`config.mk`:
```
export PLATFORM = sky130hd
export DESIGN_NAME = inode_bitmap_allocator
export DESIGN_NICKNAME = d
export VERILOG_FILES = /design/src/rtl/iba_pkg.sv /design/src/rtl/iba_ram.sv /design/src/rtl/iba_ctrl.sv /design/src/rtl/iba_datapath.sv /design/src/rtl/inode_bitmap_allocator.sv
export SDC_FILE = /design/constraint.sdc
export NUM_CORES = 2
export LEC_CHECK = 0
export ABC_AREA = 1
export BUFFER_PORTS_ARGS = -buffer_cell sky130_fd_sc_hd__buf_2
export CORE_ASPECT_RATIO = 1.75
export CORE_MARGIN = 3
export CORE_UTILIZATION = 35
export DETAILED_ROUTE_END_ITERATION = 8
export PLACE_DENSITY = 0.49
export SETUP_SLACK_MARGIN = 0.02
export SLEW_MARGIN = 10
export SYNTH_ARGS = -nofsm -noshare
export SYNTH_HDL_FRONTEND = slang
export SYNTH_SLANG_ARGS = --single-unit
```
`constraint.sdc`:
```
create_clock -name i_clk -period 8.9 [get_ports i_clk]
set_input_delay 0.89 -clock i_clk [delete_from_list [all_inputs] [get_ports i_clk]]
set_output_delay 0.89 -clock i_clk [all_outputs]
set_load 0.005 [all_outputs]
```
`src/rtl/iba_pkg.sv`:
```
package iba_pkg;

    localparam int MAX_GROUPS      = 8;
    localparam int MAX_PER_GROUP   = 256;
    localparam int WORD_W          = 32;
    localparam int WORDS_PER_GROUP = MAX_PER_GROUP / WORD_W;
    localparam int WORDS           = MAX_GROUPS * WORDS_PER_GROUP;

    localparam int GRP_W  = $clog2(MAX_GROUPS);
    localparam int WSEL_W = $clog2(WORDS_PER_GROUP);
    localparam int BIT_W  = $clog2(WORD_W);
    localparam int ADDR_W = GRP_W + WSEL_W;

    localparam int OP_W   = 2;
    localparam int NUM_W  = 12;
    localparam int ST_W   = 2;
    localparam int GC_W   = 4;
    localparam int IPG_W  = 9;
    localparam int CNT_W  = 9;
    localparam int TOT_W  = 12;
    localparam int CIDX_W = 2;
    localparam int CDAT_W = 9;

    localparam logic [CIDX_W-1:0] CFG_MOUNTED     = 2'd0;
    localparam logic [CIDX_W-1:0] CFG_GROUP_COUNT = 2'd1;
    localparam logic [CIDX_W-1:0] CFG_PER_GROUP   = 2'd2;

    localparam logic [GC_W-1:0]  GC_MAX  = GC_W'(MAX_GROUPS);
    localparam logic [IPG_W-1:0] IPG_MAX = IPG_W'(MAX_PER_GROUP);
    localparam logic [CNT_W-1:0] CNT_SAT = '1;
    localparam logic [TOT_W-1:0] TOT_SAT = '1;

    localparam logic [GC_W-1:0]  GC_RESET  = 4'd1;
    localparam logic [IPG_W-1:0] IPG_RESET = 9'd256;

    typedef enum logic [OP_W-1:0] {
        OP_ALLOC  = 2'd0,
        OP_FREE   = 2'd1,
        OP_FORMAT = 2'd2,
        OP_RSVD   = 2'd3
    } t_op;

    typedef enum logic [ST_W-1:0] {
        ST_OK        = 2'd0,
        ST_UNMOUNTED = 2'd1,
        ST_BAD       = 2'd2,
        ST_NONE      = 2'd3
    } t_status;

    typedef enum logic [2:0] {
        S_IDLE,
        S_DISPATCH,
        S_SCAN,
        S_DIV,
        S_FREE_RD,
        S_FREE_WR,
        S_FORMAT,
        S_FINISH
    } t_state;

    typedef struct packed {
        logic    load;
        logic    scan_step;
        logic    alloc_commit;
        logic    div_step;
        logic    free_rd;
        logic    free_commit;
        logic    format;
        logic    finish;
        t_status code;
    } t_cmd;

    typedef struct packed {
        logic mounted;
        t_op  op;
        logic scan_found;
        logic scan_empty;
        logic div_done;
        logic div_bad;
    } t_sts;

endpackage

```
`src/rtl/iba_ram.sv`:
```
module iba_ram #(
    parameter int WIDTH = 32,
    parameter int DEPTH = 64
) (
    input  logic                     i_clk,
    input  logic                     i_we,
    input  logic [$clog2(DEPTH)-1:0] i_waddr,
    input  logic [WIDTH-1:0]         i_wdata,
    input  logic                     i_re,
    input  logic [$clog2(DEPTH)-1:0] i_raddr,
    output logic [WIDTH-1:0]         o_rdata
);

    logic [WIDTH-1:0] r_mem [DEPTH];
    logic [WIDTH-1:0] r_rdata;

    always_ff @(posedge i_clk) begin
        if (i_we) begin
            r_mem[i_waddr] <= i_wdata;
        end
        if (i_re) begin
            r_rdata <= r_mem[i_raddr];
        end
    end

    assign o_rdata = r_rdata;

endmodule

```
`src/rtl/iba_ctrl.sv`:
```
module iba_ctrl (
    input  logic          i_clk,
    input  logic          i_rst_n,
    input  logic          start,
    output logic          busy,
    input  iba_pkg::t_sts i_sts,
    output iba_pkg::t_cmd o_cmd
);
    import iba_pkg::*;

    t_state  r_state, n_state;
    t_status r_code, n_code;

    always_ff @(posedge i_clk) begin
        if (!i_rst_n) begin
            r_state <= S_IDLE;
            r_code  <= ST_OK;
        end else begin
            r_state <= n_state;
            r_code  <= n_code;
        end
    end

    always_comb begin
        n_state = r_state;
        n_code  = r_code;
        o_cmd   = '0;
        o_cmd.code = r_code;
        unique case (r_state)
            S_IDLE: begin
                if (start) begin
                    o_cmd.load = 1'b1;
                    n_state    = S_DISPATCH;
                end
            end
            S_DISPATCH: begin
                if (!i_sts.mounted) begin
                    n_code  = ST_UNMOUNTED;
                    n_state = S_FINISH;
                end else begin
                    unique case (i_sts.op)
                        OP_ALLOC:  n_state = S_SCAN;
                        OP_FREE:   n_state = S_DIV;
                        OP_FORMAT: n_state = S_FORMAT;
                        default: begin
                            n_code  = ST_BAD;
                            n_state = S_FINISH;
                        end
                    endcase
                end
            end
            S_SCAN: begin
                if (i_sts.scan_found) begin
                    o_cmd.alloc_commit = 1'b1;
                    n_code  = ST_OK;
                    n_state = S_FINISH;
                end else if (i_sts.scan_empty) begin
                    n_code  = ST_NONE;
                    n_state = S_FINISH;
                end else begin
                    o_cmd.scan_step = 1'b1;
                end
            end
            S_DIV: begin
                if (i_sts.div_bad) begin
                    n_code  = ST_BAD;
                    n_state = S_FINISH;
                end else if (i_sts.div_done) begin
                    n_state = S_FREE_RD;
                end else begin
                    o_cmd.div_step = 1'b1;
                end
            end
            S_FREE_RD: begin
                o_cmd.free_rd = 1'b1;
                n_state = S_FREE_WR;
            end
            S_FREE_WR: begin
                o_cmd.free_commit = 1'b1;
                n_code  = ST_OK;
                n_state = S_FINISH;
            end
            S_FORMAT: begin
                o_cmd.format = 1'b1;
                n_code  = ST_OK;
                n_state = S_FINISH;
            end
            S_FINISH: begin
                o_cmd.finish = 1'b1;
                n_state = S_IDLE;
            end
            default: n_state = S_IDLE;
        endcase
    end

    assign busy = (r_state != S_IDLE);

endmodule

```
`src/rtl/iba_datapath.sv`:
```
module iba_datapath (
    input  logic                         i_clk,
    input  logic                         i_rst_n,
    input  logic                         i_cfg_valid,
    input  logic [iba_pkg::CIDX_W-1:0]   i_cfg_index,
    input  logic [iba_pkg::CDAT_W-1:0]   i_cfg_data,
    input  logic [iba_pkg::OP_W-1:0]     i_operation,
    input  logic [iba_pkg::NUM_W-1:0]    i_object_number,
    input  iba_pkg::t_cmd                i_cmd,
    output iba_pkg::t_sts                o_sts,
    output logic                         o_done,
    output logic [iba_pkg::ST_W-1:0]     o_status,
    output logic [iba_pkg::NUM_W-1:0]    o_allocated_number,
    output logic [iba_pkg::TOT_W-1:0]    o_free_total
);
    import iba_pkg::*;

    // configuration
    logic             r_mounted;
    logic [GC_W-1:0]  r_gc;
    logic [IPG_W-1:0] r_ipg;
    logic [GC_W-1:0]  gc_eff;
    logic [IPG_W-1:0] ipg_eff;

    // counts and per-word valid bits (an invalid word reads as all free)
    logic [CNT_W-1:0] r_gcnt [MAX_GROUPS];
    logic [TOT_W-1:0] r_total;
    logic [WORDS-1:0] r_wvalid;

    // latched item
    t_op              r_op;
    logic             r_num_zero;

    // scan
    logic [GC_W-1:0]   r_scan_g;
    logic [WSEL_W-1:0] r_scan_w;
    logic              r_chk_vld;
    logic [ADDR_W-1:0] r_chk_addr;
    logic              scan_live;
    logic [GRP_W-1:0]  scan_g;
    logic              word_in;
    logic              issue;
    logic [GRP_W-1:0]  chk_g;
    logic [WSEL_W-1:0] chk_w;
    logic [IPG_W-1:0]  lim;
    logic [WORD_W-1:0] mask;
    logic [WORD_W-1:0] wdat;
    logic [WORD_W-1:0] avail;
    logic [BIT_W-1:0]  pos;
    logic [NUM_W-1:0]  alloc_num;
    logic [NUM_W-1:0]  r_alloc_num;

    // free group search by repeated subtraction
    logic [NUM_W-1:0]  r_div_rem;
    logic [GC_W-1:0]   r_div_g;
    logic              div_fit;
    logic              div_bad;
    logic [ADDR_W-1:0] free_addr;
    logic [GRP_W-1:0]  free_g;
    logic [BIT_W-1:0]  free_bit;

    // memory port
    logic              rd_wv;
    logic              r_rd_wv;
    logic              ram_we;
    logic [ADDR_W-1:0] ram_waddr;
    logic [WORD_W-1:0] ram_wdata;
    logic              ram_re;
    logic [ADDR_W-1:0] ram_raddr;
    logic [WORD_W-1:0] ram_rdata;

    // result
    logic              r_done;
    t_status           r_status;
    logic [NUM_W-1:0]  r_out_num;
    logic [TOT_W-1:0]  r_out_total;

    assign gc_eff  = (r_gc > GC_MAX) ? GC_MAX : r_gc;
    assign ipg_eff = (r_ipg > IPG_MAX) ? IPG_MAX : r_ipg;

    always_ff @(posedge i_clk) begin
        if (!i_rst_n) begin
            r_mounted <= 1'b0;
            r_gc      <= GC_RESET;
            r_ipg     <= IPG_RESET;
        end else if (i_cfg_valid) begin
            unique case (i_cfg_index)
                CFG_MOUNTED:     r_mounted <= i_cfg_data[0];
                CFG_GROUP_COUNT: r_gc      <= i_cfg_data[GC_W-1:0];
                CFG_PER_GROUP:   r_ipg     <= i_cfg_data[IPG_W-1:0];
                default: ;
            endcase
        end
    end

    // scan issue side
    assign scan_live = (r_scan_g < gc_eff);
    assign scan_g    = r_scan_g[GRP_W-1:0];
    assign word_in   = (IPG_W'({r_scan_w, {BIT_W{1'b0}}}) < ipg_eff);
    assign issue     = i_cmd.scan_step && scan_live && (r_gcnt[scan_g] != '0) && word_in;

    // scan check side, one word behind the issue side
    assign chk_g = r_chk_addr[ADDR_W-1:WSEL_W];
    assign chk_w = r_chk_addr[WSEL_W-1:0];
    assign wdat  = r_rd_wv ? ram_rdata : '0;
    assign lim   = ipg_eff - IPG_W'({chk_w, {BIT_W{1'b0}}});
    assign mask  = (lim >= IPG_W'(WORD_W)) ? '1 : ~({WORD_W{1'b1}} << lim[BIT_W-1:0]);
    assign avail = ~wdat & mask;

    always_comb begin
        pos = '0;
        for (int k = WORD_W - 1; k >= 0; k--) begin
            if (avail[k]) pos = BIT_W'(k);
        end
    end

    assign alloc_num = NUM_W'(chk_g) * NUM_W'(ipg_eff)
                     + NUM_W'({chk_w, pos}) + NUM_W'(1);

    assign div_fit = (r_div_rem < NUM_W'(ipg_eff));
    assign div_bad = r_num_zero || (ipg_eff == '0) || (gc_eff == '0)
                   || (!div_fit && (GC_W'(r_div_g + 1'b1) >= gc_eff));
    assign free_g    = r_div_g[GRP_W-1:0];
    assign free_addr = {free_g, r_div_rem[BIT_W+WSEL_W-1:BIT_W]};
    assign free_bit  = r_div_rem[BIT_W-1:0];

    always_ff @(posedge i_clk) begin
        if (!i_rst_n) begin
            r_chk_vld <= 1'b0;
        end else if (i_cmd.load) begin
            r_chk_vld <= 1'b0;
        end else if (i_cmd.scan_step) begin
            r_chk_vld <= issue;
        end
    end

    always_ff @(posedge i_clk) begin
        if (i_cmd.load) begin
            r_op        <= t_op'(i_operation);
            r_num_zero  <= (i_object_number == '0);
            r_div_rem   <= i_object_number - NUM_W'(1);
            r_div_g     <= '0;
            r_scan_g    <= '0;
            r_scan_w    <= '0;
            r_alloc_num <= '0;
        end else begin
            if (i_cmd.scan_step && scan_live) begin
                if (issue && (r_scan_w != WSEL_W'(WORDS_PER_GROUP - 1))) begin
                    r_scan_w <= r_scan_w + 1'b1;
                end else begin
                    r_scan_g <= r_scan_g + 1'b1;
                    r_scan_w <= '0;
                end
            end
            if (i_cmd.div_step) begin
                r_div_rem <= r_div_rem - NUM_W'(ipg_eff);
                r_div_g   <= r_div_g + 1'b1;
            end
            if (i_cmd.alloc_commit) begin
                r_alloc_num <= alloc_num;
            end
        end
        if (issue) begin
            r_chk_addr <= {scan_g, r_scan_w};
        end
    end

    // memory access
    assign ram_re    = issue || i_cmd.free_rd;
    assign ram_raddr = issue ? {scan_g, r_scan_w} : free_addr;
    assign rd_wv     = r_wvalid[ram_raddr];
    assign ram_we    = i_cmd.alloc_commit || i_cmd.free_commit;
    assign ram_waddr = i_cmd.alloc_commit ? r_chk_addr : free_addr;
    assign ram_wdata = i_cmd.alloc_commit ? (wdat | (WORD_W'(1) << pos))
                                          : (wdat & ~(WORD_W'(1) << free_bit));

    always_ff @(posedge i_clk) begin
        if (ram_re) begin
            r_rd_wv <= rd_wv;
        end
    end

    iba_ram #(
        .WIDTH (WORD_W),
        .DEPTH (WORDS)
    ) u_ram (
        .i_clk   (i_clk),
        .i_we    (ram_we),
        .i_waddr (ram_waddr),
        .i_wdata (ram_wdata),
        .i_re    (ram_re),
        .i_raddr (ram_raddr),
        .o_rdata (ram_rdata)
    );

    // counts
    always_ff @(posedge i_clk) begin
        if (!i_rst_n) begin
            r_wvalid <= '0;
            r_total  <= '0;
            for (int g = 0; g < MAX_GROUPS; g++) begin
                r_gcnt[g] <= '0;
            end
        end else if (i_cmd.format) begin
            r_wvalid <= '0;
            r_total  <= TOT_W'(gc_eff) * TOT_W'(ipg_eff);
            for (int g = 0; g < MAX_GROUPS; g++) begin
                r_gcnt[g] <= (GC_W'(g) < gc_eff) ? CNT_W'(ipg_eff) : '0;
            end
        end else if (i_cmd.alloc_commit) begin
            r_wvalid[r_chk_addr] <= 1'b1;
            if (r_total != '0) r_total <= r_total - 1'b1;
            if (r_gcnt[chk_g] != '0) r_gcnt[chk_g] <= r_gcnt[chk_g] - 1'b1;
        end else if (i_cmd.free_commit) begin
            r_wvalid[free_addr] <= 1'b1;
            if (r_total != TOT_SAT) r_total <= r_total + 1'b1;
            if (r_gcnt[free_g] != CNT_SAT) r_gcnt[free_g] <= r_gcnt[free_g] + 1'b1;
        end
    end

    // result word
    always_ff @(posedge i_clk) begin
        if (!i_rst_n) begin
            r_done <= 1'b0;
        end else begin
            r_done <= i_cmd.finish;
        end
    end

    always_ff @(posedge i_clk) begin
        if (i_cmd.finish) begin
            r_status    <= i_cmd.code;
            r_out_num   <= r_alloc_num;
            r_out_total <= r_total;
        end
    end

    always_comb begin
        o_sts            = '0;
        o_sts.mounted    = r_mounted;
        o_sts.op         = r_op;
        o_sts.scan_found = r_chk_vld && (avail != '0);
        o_sts.scan_empty = !r_chk_vld && !scan_live;
        o_sts.div_done   = !div_bad && div_fit;
        o_sts.div_bad    = div_bad;
    end

    assign o_done             = r_done;
    assign o_status           = r_status;
    assign o_allocated_number = r_out_num;
    assign o_free_total       = r_out_total;

endmodule

```
`src/rtl/inode_bitmap_allocator.sv`:
```
// an item passes IDLE, DISPATCH and FINISH. unmounted and reserved-code items go
// straight to FINISH; format passes FORMAT; free steps over groups, then reads and
// rewrites the bitmap word; allocate reads a 32-bit bitmap word per cycle, skipping
// zero-count groups. one item at a time; busy is low again with the strobe.
// reset clears counts and bitmap valid bits (no sweep) and resets the configuration.
// results cannot be stalled; each is shown for one cycle on o_done.
module inode_bitmap_allocator (
    input  logic                         i_clk,
    input  logic                         i_rst_n,
    input  logic                         start,
    output logic                         busy,
    input  logic [iba_pkg::OP_W-1:0]     i_operation,
    input  logic [iba_pkg::NUM_W-1:0]    i_object_number,
    output logic                         o_done,
    output logic [iba_pkg::ST_W-1:0]     o_status,
    output logic [iba_pkg::NUM_W-1:0]    o_allocated_number,
    output logic [iba_pkg::TOT_W-1:0]    o_free_total,
    input  logic                         i_cfg_valid,
    output logic                         o_cfg_ready,
    input  logic [iba_pkg::CIDX_W-1:0]   i_cfg_index,
    input  logic [iba_pkg::CDAT_W-1:0]   i_cfg_data
);
    import iba_pkg::*;

    t_cmd cmd;
    t_sts sts;

    assign o_cfg_ready = 1'b1;

    iba_ctrl u_ctrl (
        .i_clk   (i_clk),
        .i_rst_n (i_rst_n),
        .start   (start),
        .busy    (busy),
        .i_sts   (sts),
        .o_cmd   (cmd)
    );

    iba_datapath u_dp (
        .i_clk              (i_clk),
        .i_rst_n            (i_rst_n),
        .i_cfg_valid        (i_cfg_valid),
        .i_cfg_index        (i_cfg_index),
        .i_cfg_data         (i_cfg_data),
        .i_operation        (i_operation),
        .i_object_number    (i_object_number),
        .i_cmd              (cmd),
        .o_sts              (sts),
        .o_done             (o_done),
        .o_status           (o_status),
        .o_allocated_number (o_allocated_number),
        .o_free_total       (o_free_total)
    );

endmodule

```
**Yosys cells after proc, flatten, opt, wreduce, memory -nomap -nowiden**

Memory sizes are Yosys's and may differ from the RTL's. A register that Yosys moved wholly into a read port is not among the register bits.
Cells that the tools add are included.

- Add/sub/neg operators: 12
- Multiply operators: 2
- Order comparisons: 20
- Equal/unequal tests: 20
- Shift operators: 3
- Mux-type cells: 126
- Bitwise operators: 18
- Reductions and logical operators: 48

Operator list:

| kind | number |
|---|---|
| 2-to-1 mux 9 bit | 19 |
| 2-to-1 mux 5 bit | 32 |
| 2-to-1 mux 64 bit | 2 |
| bitwise OR 64 bit | 2 |
| 2-to-1 mux 32 bit | 3 |
| NOT 32 bit | 3 |
| 2-to-1 mux 12 bit | 7 |
| AND 32 bit | 2 |
| left shift 1 x 5 -> 32 bit (first input constant) | 2 |
| 2-to-1 mux 3 bit | 14 |
| 2-to-1 mux 1 bit | 34 |
| bitwise OR 32 bit | 1 |
| nonzero test 32 bit | 1 |
| left shift 32 x 5 -> 32 bit (first input constant) | 1 |
| adder 12 x 1 -> 12 bit (second input constant) | 2 |
| subtractor 12 x 1 -> 12 bit (second input constant) | 2 |
| less-than comparator 6 x 7 -> 1 bit (second input constant) | 3 |
| one-hot mux 3 bit (7 select lines) | 1 |
| nonzero test 9 bit | 2 |
| OR reduction 9 bit | 2 |
| less-than comparator 3 x 4 -> 1 bit (first input constant) | 4 |
| adder 12 x 8 -> 12 bit | 1 |
| demux 1 bit (select 6 bit) | 2 |
| equality test 3 bit (second input constant) | 4 |
| other kinds (53) | 103 |

- Flip-flop bits (word level): 168
- Memory bits (writable): 2120
- Bits of input ports: 29
- Output and inout port bits: 29
- Word-level logic and storage cells: 272
- Memories: 2

Memory list:

| memory | depth | width | read ports | clocked after Yosys merged registers in | wr ports | line | source |
|---|---|---|---|---|---|---|---|
| u_dp.u_ram.r_mem | 64 | 32 | 1 | 1 | 1 | iba_ram.sv:14 | `logic [WIDTH-1:0] r_mem [DEPTH];` |
| u_dp.r_gcnt | 8 | 9 | 3 | 3 | 8 | iba_datapath.sv:26 | `logic [CNT_W-1:0] r_gcnt [MAX_GROUPS];` |

**Depth between registers and ports, before layout**

- Depth in word-level cells: 42
- Depth in mapped cells: 59
- Gate-level depth less buffers: 58

**Cells and area by module**

A second synthesis with hierarchy kept.

- Cell total of the unflattened synthesis: 9162
- Area total of the unflattened synthesis: 100407.5 um^2

Modules (own cells, without submodules):

| module | instances | cells each | area each (um^2) | sequential area each (um^2) |
|---|---|---|---|---|
| iba_ram | 1 | 6769 | 83058.4 | 62459.9 |
| iba_datapath | 1 | 2309 | 16917.5 | 6085.8 |
| iba_ctrl | 1 | 82 | 420.4 | 100.1 |
| inode_bitmap_allocator | 1 | 2 | 11.3 | 0.0 |

**Worst setup path before layout**

OpenSTA, ideal clock, no wires.

- Path kind: register -> register
- Start point: register u_dp.r_ipg[8]
- End point: memory u_dp.u_ram.r_mem[0][23] (data pin)
- Setup time: 0.702 ns
- Arrival: 6.538 ns
- Required time: 8.198 ns
- Path slack: 1.661 ns
- Cell stages (with the launch flop): 44
- Path buffers: 3
- Clock period less this slack: 7.239 ns
- Path through: dfxtp_1 -> buf_4 -> inv_2 -> buf_6 -> nand2_1 -> ha_1 -> fa_1 -> nand2_1 -> nor3_2 -> nand3_4 -> clkbuf_1 -> o21ai_1 -> nand2_1 -> nand2_1 -> nand2_1 -> nand2_1 -> nand2_1 -> nand2_1 -> [... 8 more ...] -> nand2_1 -> nand2_1 -> nand2_1 -> nand2_1 -> nand2_1 -> nand2_1 -> nand2_1 -> nand2_1 -> nand2_1 -> nand2_1 -> nand2_1 -> nand2_1 -> nand2_1 -> nand2_1 -> nand2_1 -> nor2_1 -> nand2_1 -> o21ai_0

- Cells in the longest elaborated chain, start to end: 42
- Elaborated cells between the ends (all ways): 47
- Those cells by class: add/sub (1); order compare (2); shift (2); mux (37); bitwise (3); reduce/logical (2)

Ends and longest elaborated chain:

| item | line | source |
|---|---|---|
| from (decl) | iba_datapath.sv:21 | `logic [IPG_W-1:0] r_ipg;` |
| from (signal assigned) | iba_datapath.sv:90 | `CFG_PER_GROUP: r_ipg <= i_cfg_data[IPG_W-1:0];` |
| > comparator 9 bit | iba_datapath.sv:79 | `assign ipg_eff = (r_ipg > IPG_MAX) ? IPG_MAX : r_ipg;` |
| 2-to-1 mux 9 bit (*) | iba_datapath.sv:79 |  |
| subtractor 9 x 8 -> 9 bit (*) | iba_datapath.sv:106 | `assign lim = ipg_eff - IPG_W'({chk_w, {BIT_W{1'b0}}});` |
| left shift 32 x 5 -> 32 bit | iba_datapath.sv:107 | `assign mask = (lim >= IPG_W'(WORD_W)) ? '1 : ~({WORD_W{1'b1}} << lim[BIT_W-1:0]);` |
| NOT 32 bit | iba_datapath.sv:107 |  |
| 2-to-1 mux 32 bit (*) | iba_datapath.sv:107 |  |
| AND 32 bit (*) | iba_datapath.sv:108 | `assign avail = ~wdat & mask;` |
| 2-to-1 mux 5 bit (32 in series) | iba_datapath.sv:113 | `if (avail[k]) pos = BIT_W'(k);` |
| left shift 1 x 5 -> 32 bit | iba_datapath.sv:174 | `assign ram_wdata = i_cmd.alloc_commit ? (wdat \| (WORD_W'(1) << pos))` |
| bitwise OR 32 bit | iba_datapath.sv:174 |  |
| 2-to-1 mux 32 bit (*) | iba_datapath.sv:174 |  |
| via u_dp.ram_wdata[23] | iba_datapath.sv:67 | `logic [WORD_W-1:0] ram_wdata;` |
| to (decl) | iba_ram.sv:14 |  |

The timed path passes the listed nets; every way through them passes the cells marked *.

**Worst setup path in the final report**

- Start point: register u_dp.r_ipg[8]
- End point: register u_dp.u_ram.r_rdata[24], in the netlist u_dp.u_ram.o_rdata[24], read port of u_dp.u_ram.r_mem (data pin)

- Cells in the longest elaborated chain, start to end: 15
- Elaborated cells between the ends (all ways): 18
- Those cells by class: add/sub (1); order compare (3); shift (1); mux (5); bitwise (2); reduce/logical (6)

Ends and longest elaborated chain:

| item | line | source |
|---|---|---|
| > comparator 9 bit | iba_datapath.sv:79 |  |
| 2-to-1 mux 9 bit (*) | iba_datapath.sv:79 |  |
| subtractor 9 x 8 -> 9 bit | iba_datapath.sv:106 |  |
| left shift 32 x 5 -> 32 bit | iba_datapath.sv:107 |  |
| NOT 32 bit | iba_datapath.sv:107 |  |
| 2-to-1 mux 32 bit | iba_datapath.sv:107 |  |
| AND 32 bit | iba_datapath.sv:108 |  |
| nonzero test 32 bit | iba_datapath.sv:242 | `o_sts.scan_found = r_chk_vld && (avail != '0);` |
| logical AND 1 bit | iba_datapath.sv:242 |  |
| 2-to-1 mux 1 bit | iba_ctrl.sv:53 | `if (i_sts.scan_found) begin` |
| 2-to-1 mux 2 bit | iba_ctrl.sv:29 | `unique case (r_state)` |
| logical AND 1 bit (2 in series) | iba_datapath.sv:100 | `assign issue = i_cmd.scan_step && scan_live && (r_gcnt[scan_g] != '0) && word_in;` |
| logical AND 1 bit (*) | iba_datapath.sv:100 |  |
| 2-to-1 mux 6 bit or logical OR 1 bit (tied branches) | iba_datapath.sv:170, iba_datapath.sv:169 |  |
| to (decl) | iba_ram.sv:15 | `logic [WIDTH-1:0] r_rdata;` |

Mark *: on every way between the ends. The rest lies on a longest branch, timed or not.
A chain may end at the register's enable or synchronous reset.

==> summary.md <==
| Metric | Value |
|---|---|
| Ranking of synthesized cells by area | `edfxtp_1, o21ai_0, nor2_1, o22ai_1, dfxtp_1` |
| # fillers | `between 20000 and 30000` |
| Slowest stage cell, crit path | `inv_8` |
| Switch share | `0.400` |
| Run status | `complete, no violations` |
| Yosys reg bits | `2329` |
| Sequential power share | `0.383` |
| Synth area leader | `edfxtp_1` |
| Clock skew | `between 0.06 and 0.07 ns` |
| Vias in the first global route | `~66000` |
| DR vias | `around 68000` |
| Max Clk Rate | `~130 MHz` |
| Final WS setup | `1.14 ns` |
| Final slew viol count | `0` |
| Avg Cell Area, Syn | `between 10 and 15 um2` |
| Post-Place Cell Area | `103000 um2` |
| Max FO, Critical Path | `96` |
| Static Leakage | `between 30 and 40 nW` |
| Pint | `22.3 mW` |
| Synth unique cells | `65` |
| Area of the core | `approximately 280000 um2` |
| Top FF cell, synth | `edfxtp_1` |
| GR Overflow Total | `0` |
| Rows | `256` |
| Total track usage | `0.225` |
| Drt wl/cell | `27.6 um` |
| Crit start category | `flip-flop` |
| Chip width | `just over 400 um` |
| Final Net Count | `between 8000 and 9000` |
| Setup Viol. Count Final | `0` |
| Hold Buf Count CTS | `0` |
| Final worst-path cycle share | `0.872` |
| Share of cells above drive strength 1 | `0.0865` |
| Crit Path Class | `reg -> reg` |
| Die H | `between 700 and 800 um` |
| Number of port buffers | `56` |
| Worst Path Required | `about 9.6 ns` |
| Syn Std Cell Area | `about 98000 um2` |
| Pwr Density | `around 340 nW/um2` |
| Max-slew headroom | `0.105` |
| Async SR Flop Fraction | `0` |
| Post-route ant nets | `0` |
| Yosys warns | `0` |
| Die area | `286000 um2` |
| WHS | `0.229 ns` |
| Area share of the largest cell type after synthesis | `0.676` |
| Fin crit period | `7.76 ns` |
| CTS buffer count | `between 200 and 250` |
| Clk_lat worst skew | `roughly 0.90 ns` |
| Final Hold Viols | `0` |
| Largest net degree at the start of global routing | `approximately 180` |
| Root Driver | `clkbuf_16` |
| Initial antenna violation count | `10` |
| CTS resizes | `0` |
| Seq/Total Area, Yosys | `0.702` |
| CP peak stage delay | `0.81 ns` |
| Routed WL | `between 300000 and 400000 um` |
| Clock tree buffer depth | `4` |
| Logic pwr share | `0.378` |
| Final GP Congestion | `between 0.9 and 1` |
| Worst Setup End Kind | `flip-flop` |
| Most common cell on crit path | `nand2_1` |
| Place WS | `approximately 1.2 ns` |
| Post-synth EDFFs | `2200` |
| Power share of the clock group | `0.239` |
| Post-CTS setup buffers | `0` |
| Max-cap violation count | `0` |
| Peak VDD IR | `~370 uV` |
| IO Count | `58` |
| Placed cells | `11500` |
| CTS tree | `done` |
| Initial Util | `0.352` |
| First-pass GRT wire length | `~470000 um` |
| Critical path data arrival time | `roughly 8.5 ns` |
| Area Growth Syn to Fin | `12.5%` |
| Clock-pin slew on the worst setup and hold paths | `about 0.07 ns` |
| Post-synth net total | `about 8300` |
| Hold crit path type | `in -> reg` |
| H-tree Lvls | `4` |
| Hpwl dp | `about 200000 um` |
| Slew @ Worst Pin | `~1.3 ns` |
| DRC | `0` |
| Post-DR vias/cell | `~5.7` |
| Pre-Repair DR Iteration Count | `7` |
| Switching power | `between 10 and 15 mW` |
| Post-route setup TNS | `0 ns` |
| Design area | `between 100000 and 150000 um2` |
| CTS sink cnt | `between 2000 and 2500` |
| RSZ-0062 raised after global routing | `no` |
| Syn Inst Count | `between 8000 and 9000` |
| Final Instance Count excl. Fillers | `about 12000` |
| Initial detailed-routing violation count | `5982` |
logic make-up after synthesis:
logic type,share of synthesized area
compound gates,0.146
xor+xnor,0.00332
fa+ha+maj,0.0156
buf+inv,0.0377
flops,0.702
mux,0.000512
other cells,0.0000384
simple gates,0.0942
synthesized netlist by cell type (all sizes together) (129+ instances only):
cell / n
dfxtp: 129
nor2: 1574
clkbuf: 334
buf: 219
o221ai: 165
a21oi: 158
nand3: 175
nand2: 427
edfxtp: 2200
inv: 312
o21ai: 1588
o22ai: 498
worst max-delay path: cells and delay by family (launching register included):
kind / cells / cell delay [ns]
and+or+nand+nor: 19 / 3.07
buffers and inverters: 5 / 1.92
DFF: 1 / 0.52
adders and majority gates: 2 / 0.80
AOI/OAI and AO/OA: 4 / 1.15
placed cells by master (no fill, tap or decap), types with 9 or more instances in the layout:
master / instances
a21oi_1: 155
a31oi_1: 17
buf_12: 56
buf_2: 56
buf_4: 183
bufinv_16: 14
clkbuf_1: 57
clkbuf_16: 215
clkinv_1: 61
clkinv_2: 32
dfxtp_1: 129
edfxtp_1: 2200
fa_1: 32
ha_1: 71
inv_1: 301
nand2_1: 410
nand2_2: 14
nand3_1: 174
nand4_1: 50
nor2_1: 1502
nor2_4: 66
nor3_1: 32
nor4_1: 17
o211ai_1: 15
o21ai_0: 1368
o21ai_1: 206
o21ai_4: 13
o21bai_1: 13
o21bai_4: 14
o221ai_1: 165
o22ai_1: 498
o311ai_1: 11
o31ai_1: 26
or2_2: 9
xnor2_1: 17
xor2_1: 20
power by group through the flow:
stage          Combinational [mW]  Clock, mW  Sequential (mW)
2_1_floorplan                8.58          0             14.4
3_3_place_gp                 13.9          0             14.5
3_5_place_dp                 14.0          0             14.5
4_1_cts                      14.1       9.06             14.2
5_1_grt                      15.3       9.44             14.2
6_report                     14.1       8.88             14.2
registers in the layout, indices dropped and copies added (netlist names), 3 cells and up, named ones only:
| register | count |
|---|---|
| u_dp.r_wvalid | 64 |
| u_dp.r_gcnt | 72 |
| u_dp.u_ram.o_rdata | 32 |
| u_dp.o_allocated_number | 12 |
| u_dp.r_gc | 4 |
| u_dp.r_div_rem | 12 |
| u_ctrl.r_state | 3 |
| u_dp.r_ipg | 9 |
| u_dp.r_total | 12 |
| u_dp.u_ram.r_mem | 2048 |
| u_dp.o_free_total | 12 |
| u_dp.r_scan_w | 3 |
| u_dp.r_div_g | 4 |
| u_dp.r_alloc_num | 12 |
| u_dp.r_scan_g | 4 |
| u_dp.r_chk_addr | 6 |
per-stage QoR:
step	total power, mW	util
after floorplan	23.0	-
after global placement	28.3	0.372
after detailed placement	28.5	0.372
after CTS	37.4	0.396
after global routing	39.0	0.396
final	37.2	0.396
per-layer routing:
layer | track usage | wire length (um) | vias up
met5 | 0 | 13 | -
met4 | 0.109 | 17900 | 2
met3 | 0.0216 | 15500 | 695
met2 | 0.411 | 173000 | 2296
met1 | 0.261 | 123000 | 34500
li1 | - | - | 30100
final timing paths:
path | cells past startpoint | startpoint | to | slack, ns
worst max register to register | 30 | u_dp.r_ipg[8]$_SDFFE_PN1P_ | u_dp.u_ram.o_rdata[24]$_DFFE_PP_ | 1.14
worst max-delay path | 30 | u_dp.r_ipg[8]$_SDFFE_PN1P_ | u_dp.u_ram.o_rdata[24]$_DFFE_PP_ | 1.14
worst min-delay path | 1 | i_operation[1] | u_dp.r_op[1]$_DFFE_PP_ | 0.23
worst min register to register | 0 | u_dp.r_alloc_num[0]$_SDFFE_PP0P_ | u_dp.o_allocated_number[0]$_DFFE_PP_ | 0.39
cell type report:
cell class              instances  area, um2  share of cell area
repair buffers                295       2780              0.0252
diodes                          5       12.5            0.000114
clock inverters               107        863             0.00785
inverters                     323       1240              0.0113
clock buffers                 273       5610              0.0510
flip-flops and latches       2329      68600               0.624
multi-input cells            4984      26300               0.239
well taps                    3612       4520              0.0411
Note: power is estimated with default switching activity, not from simulation.
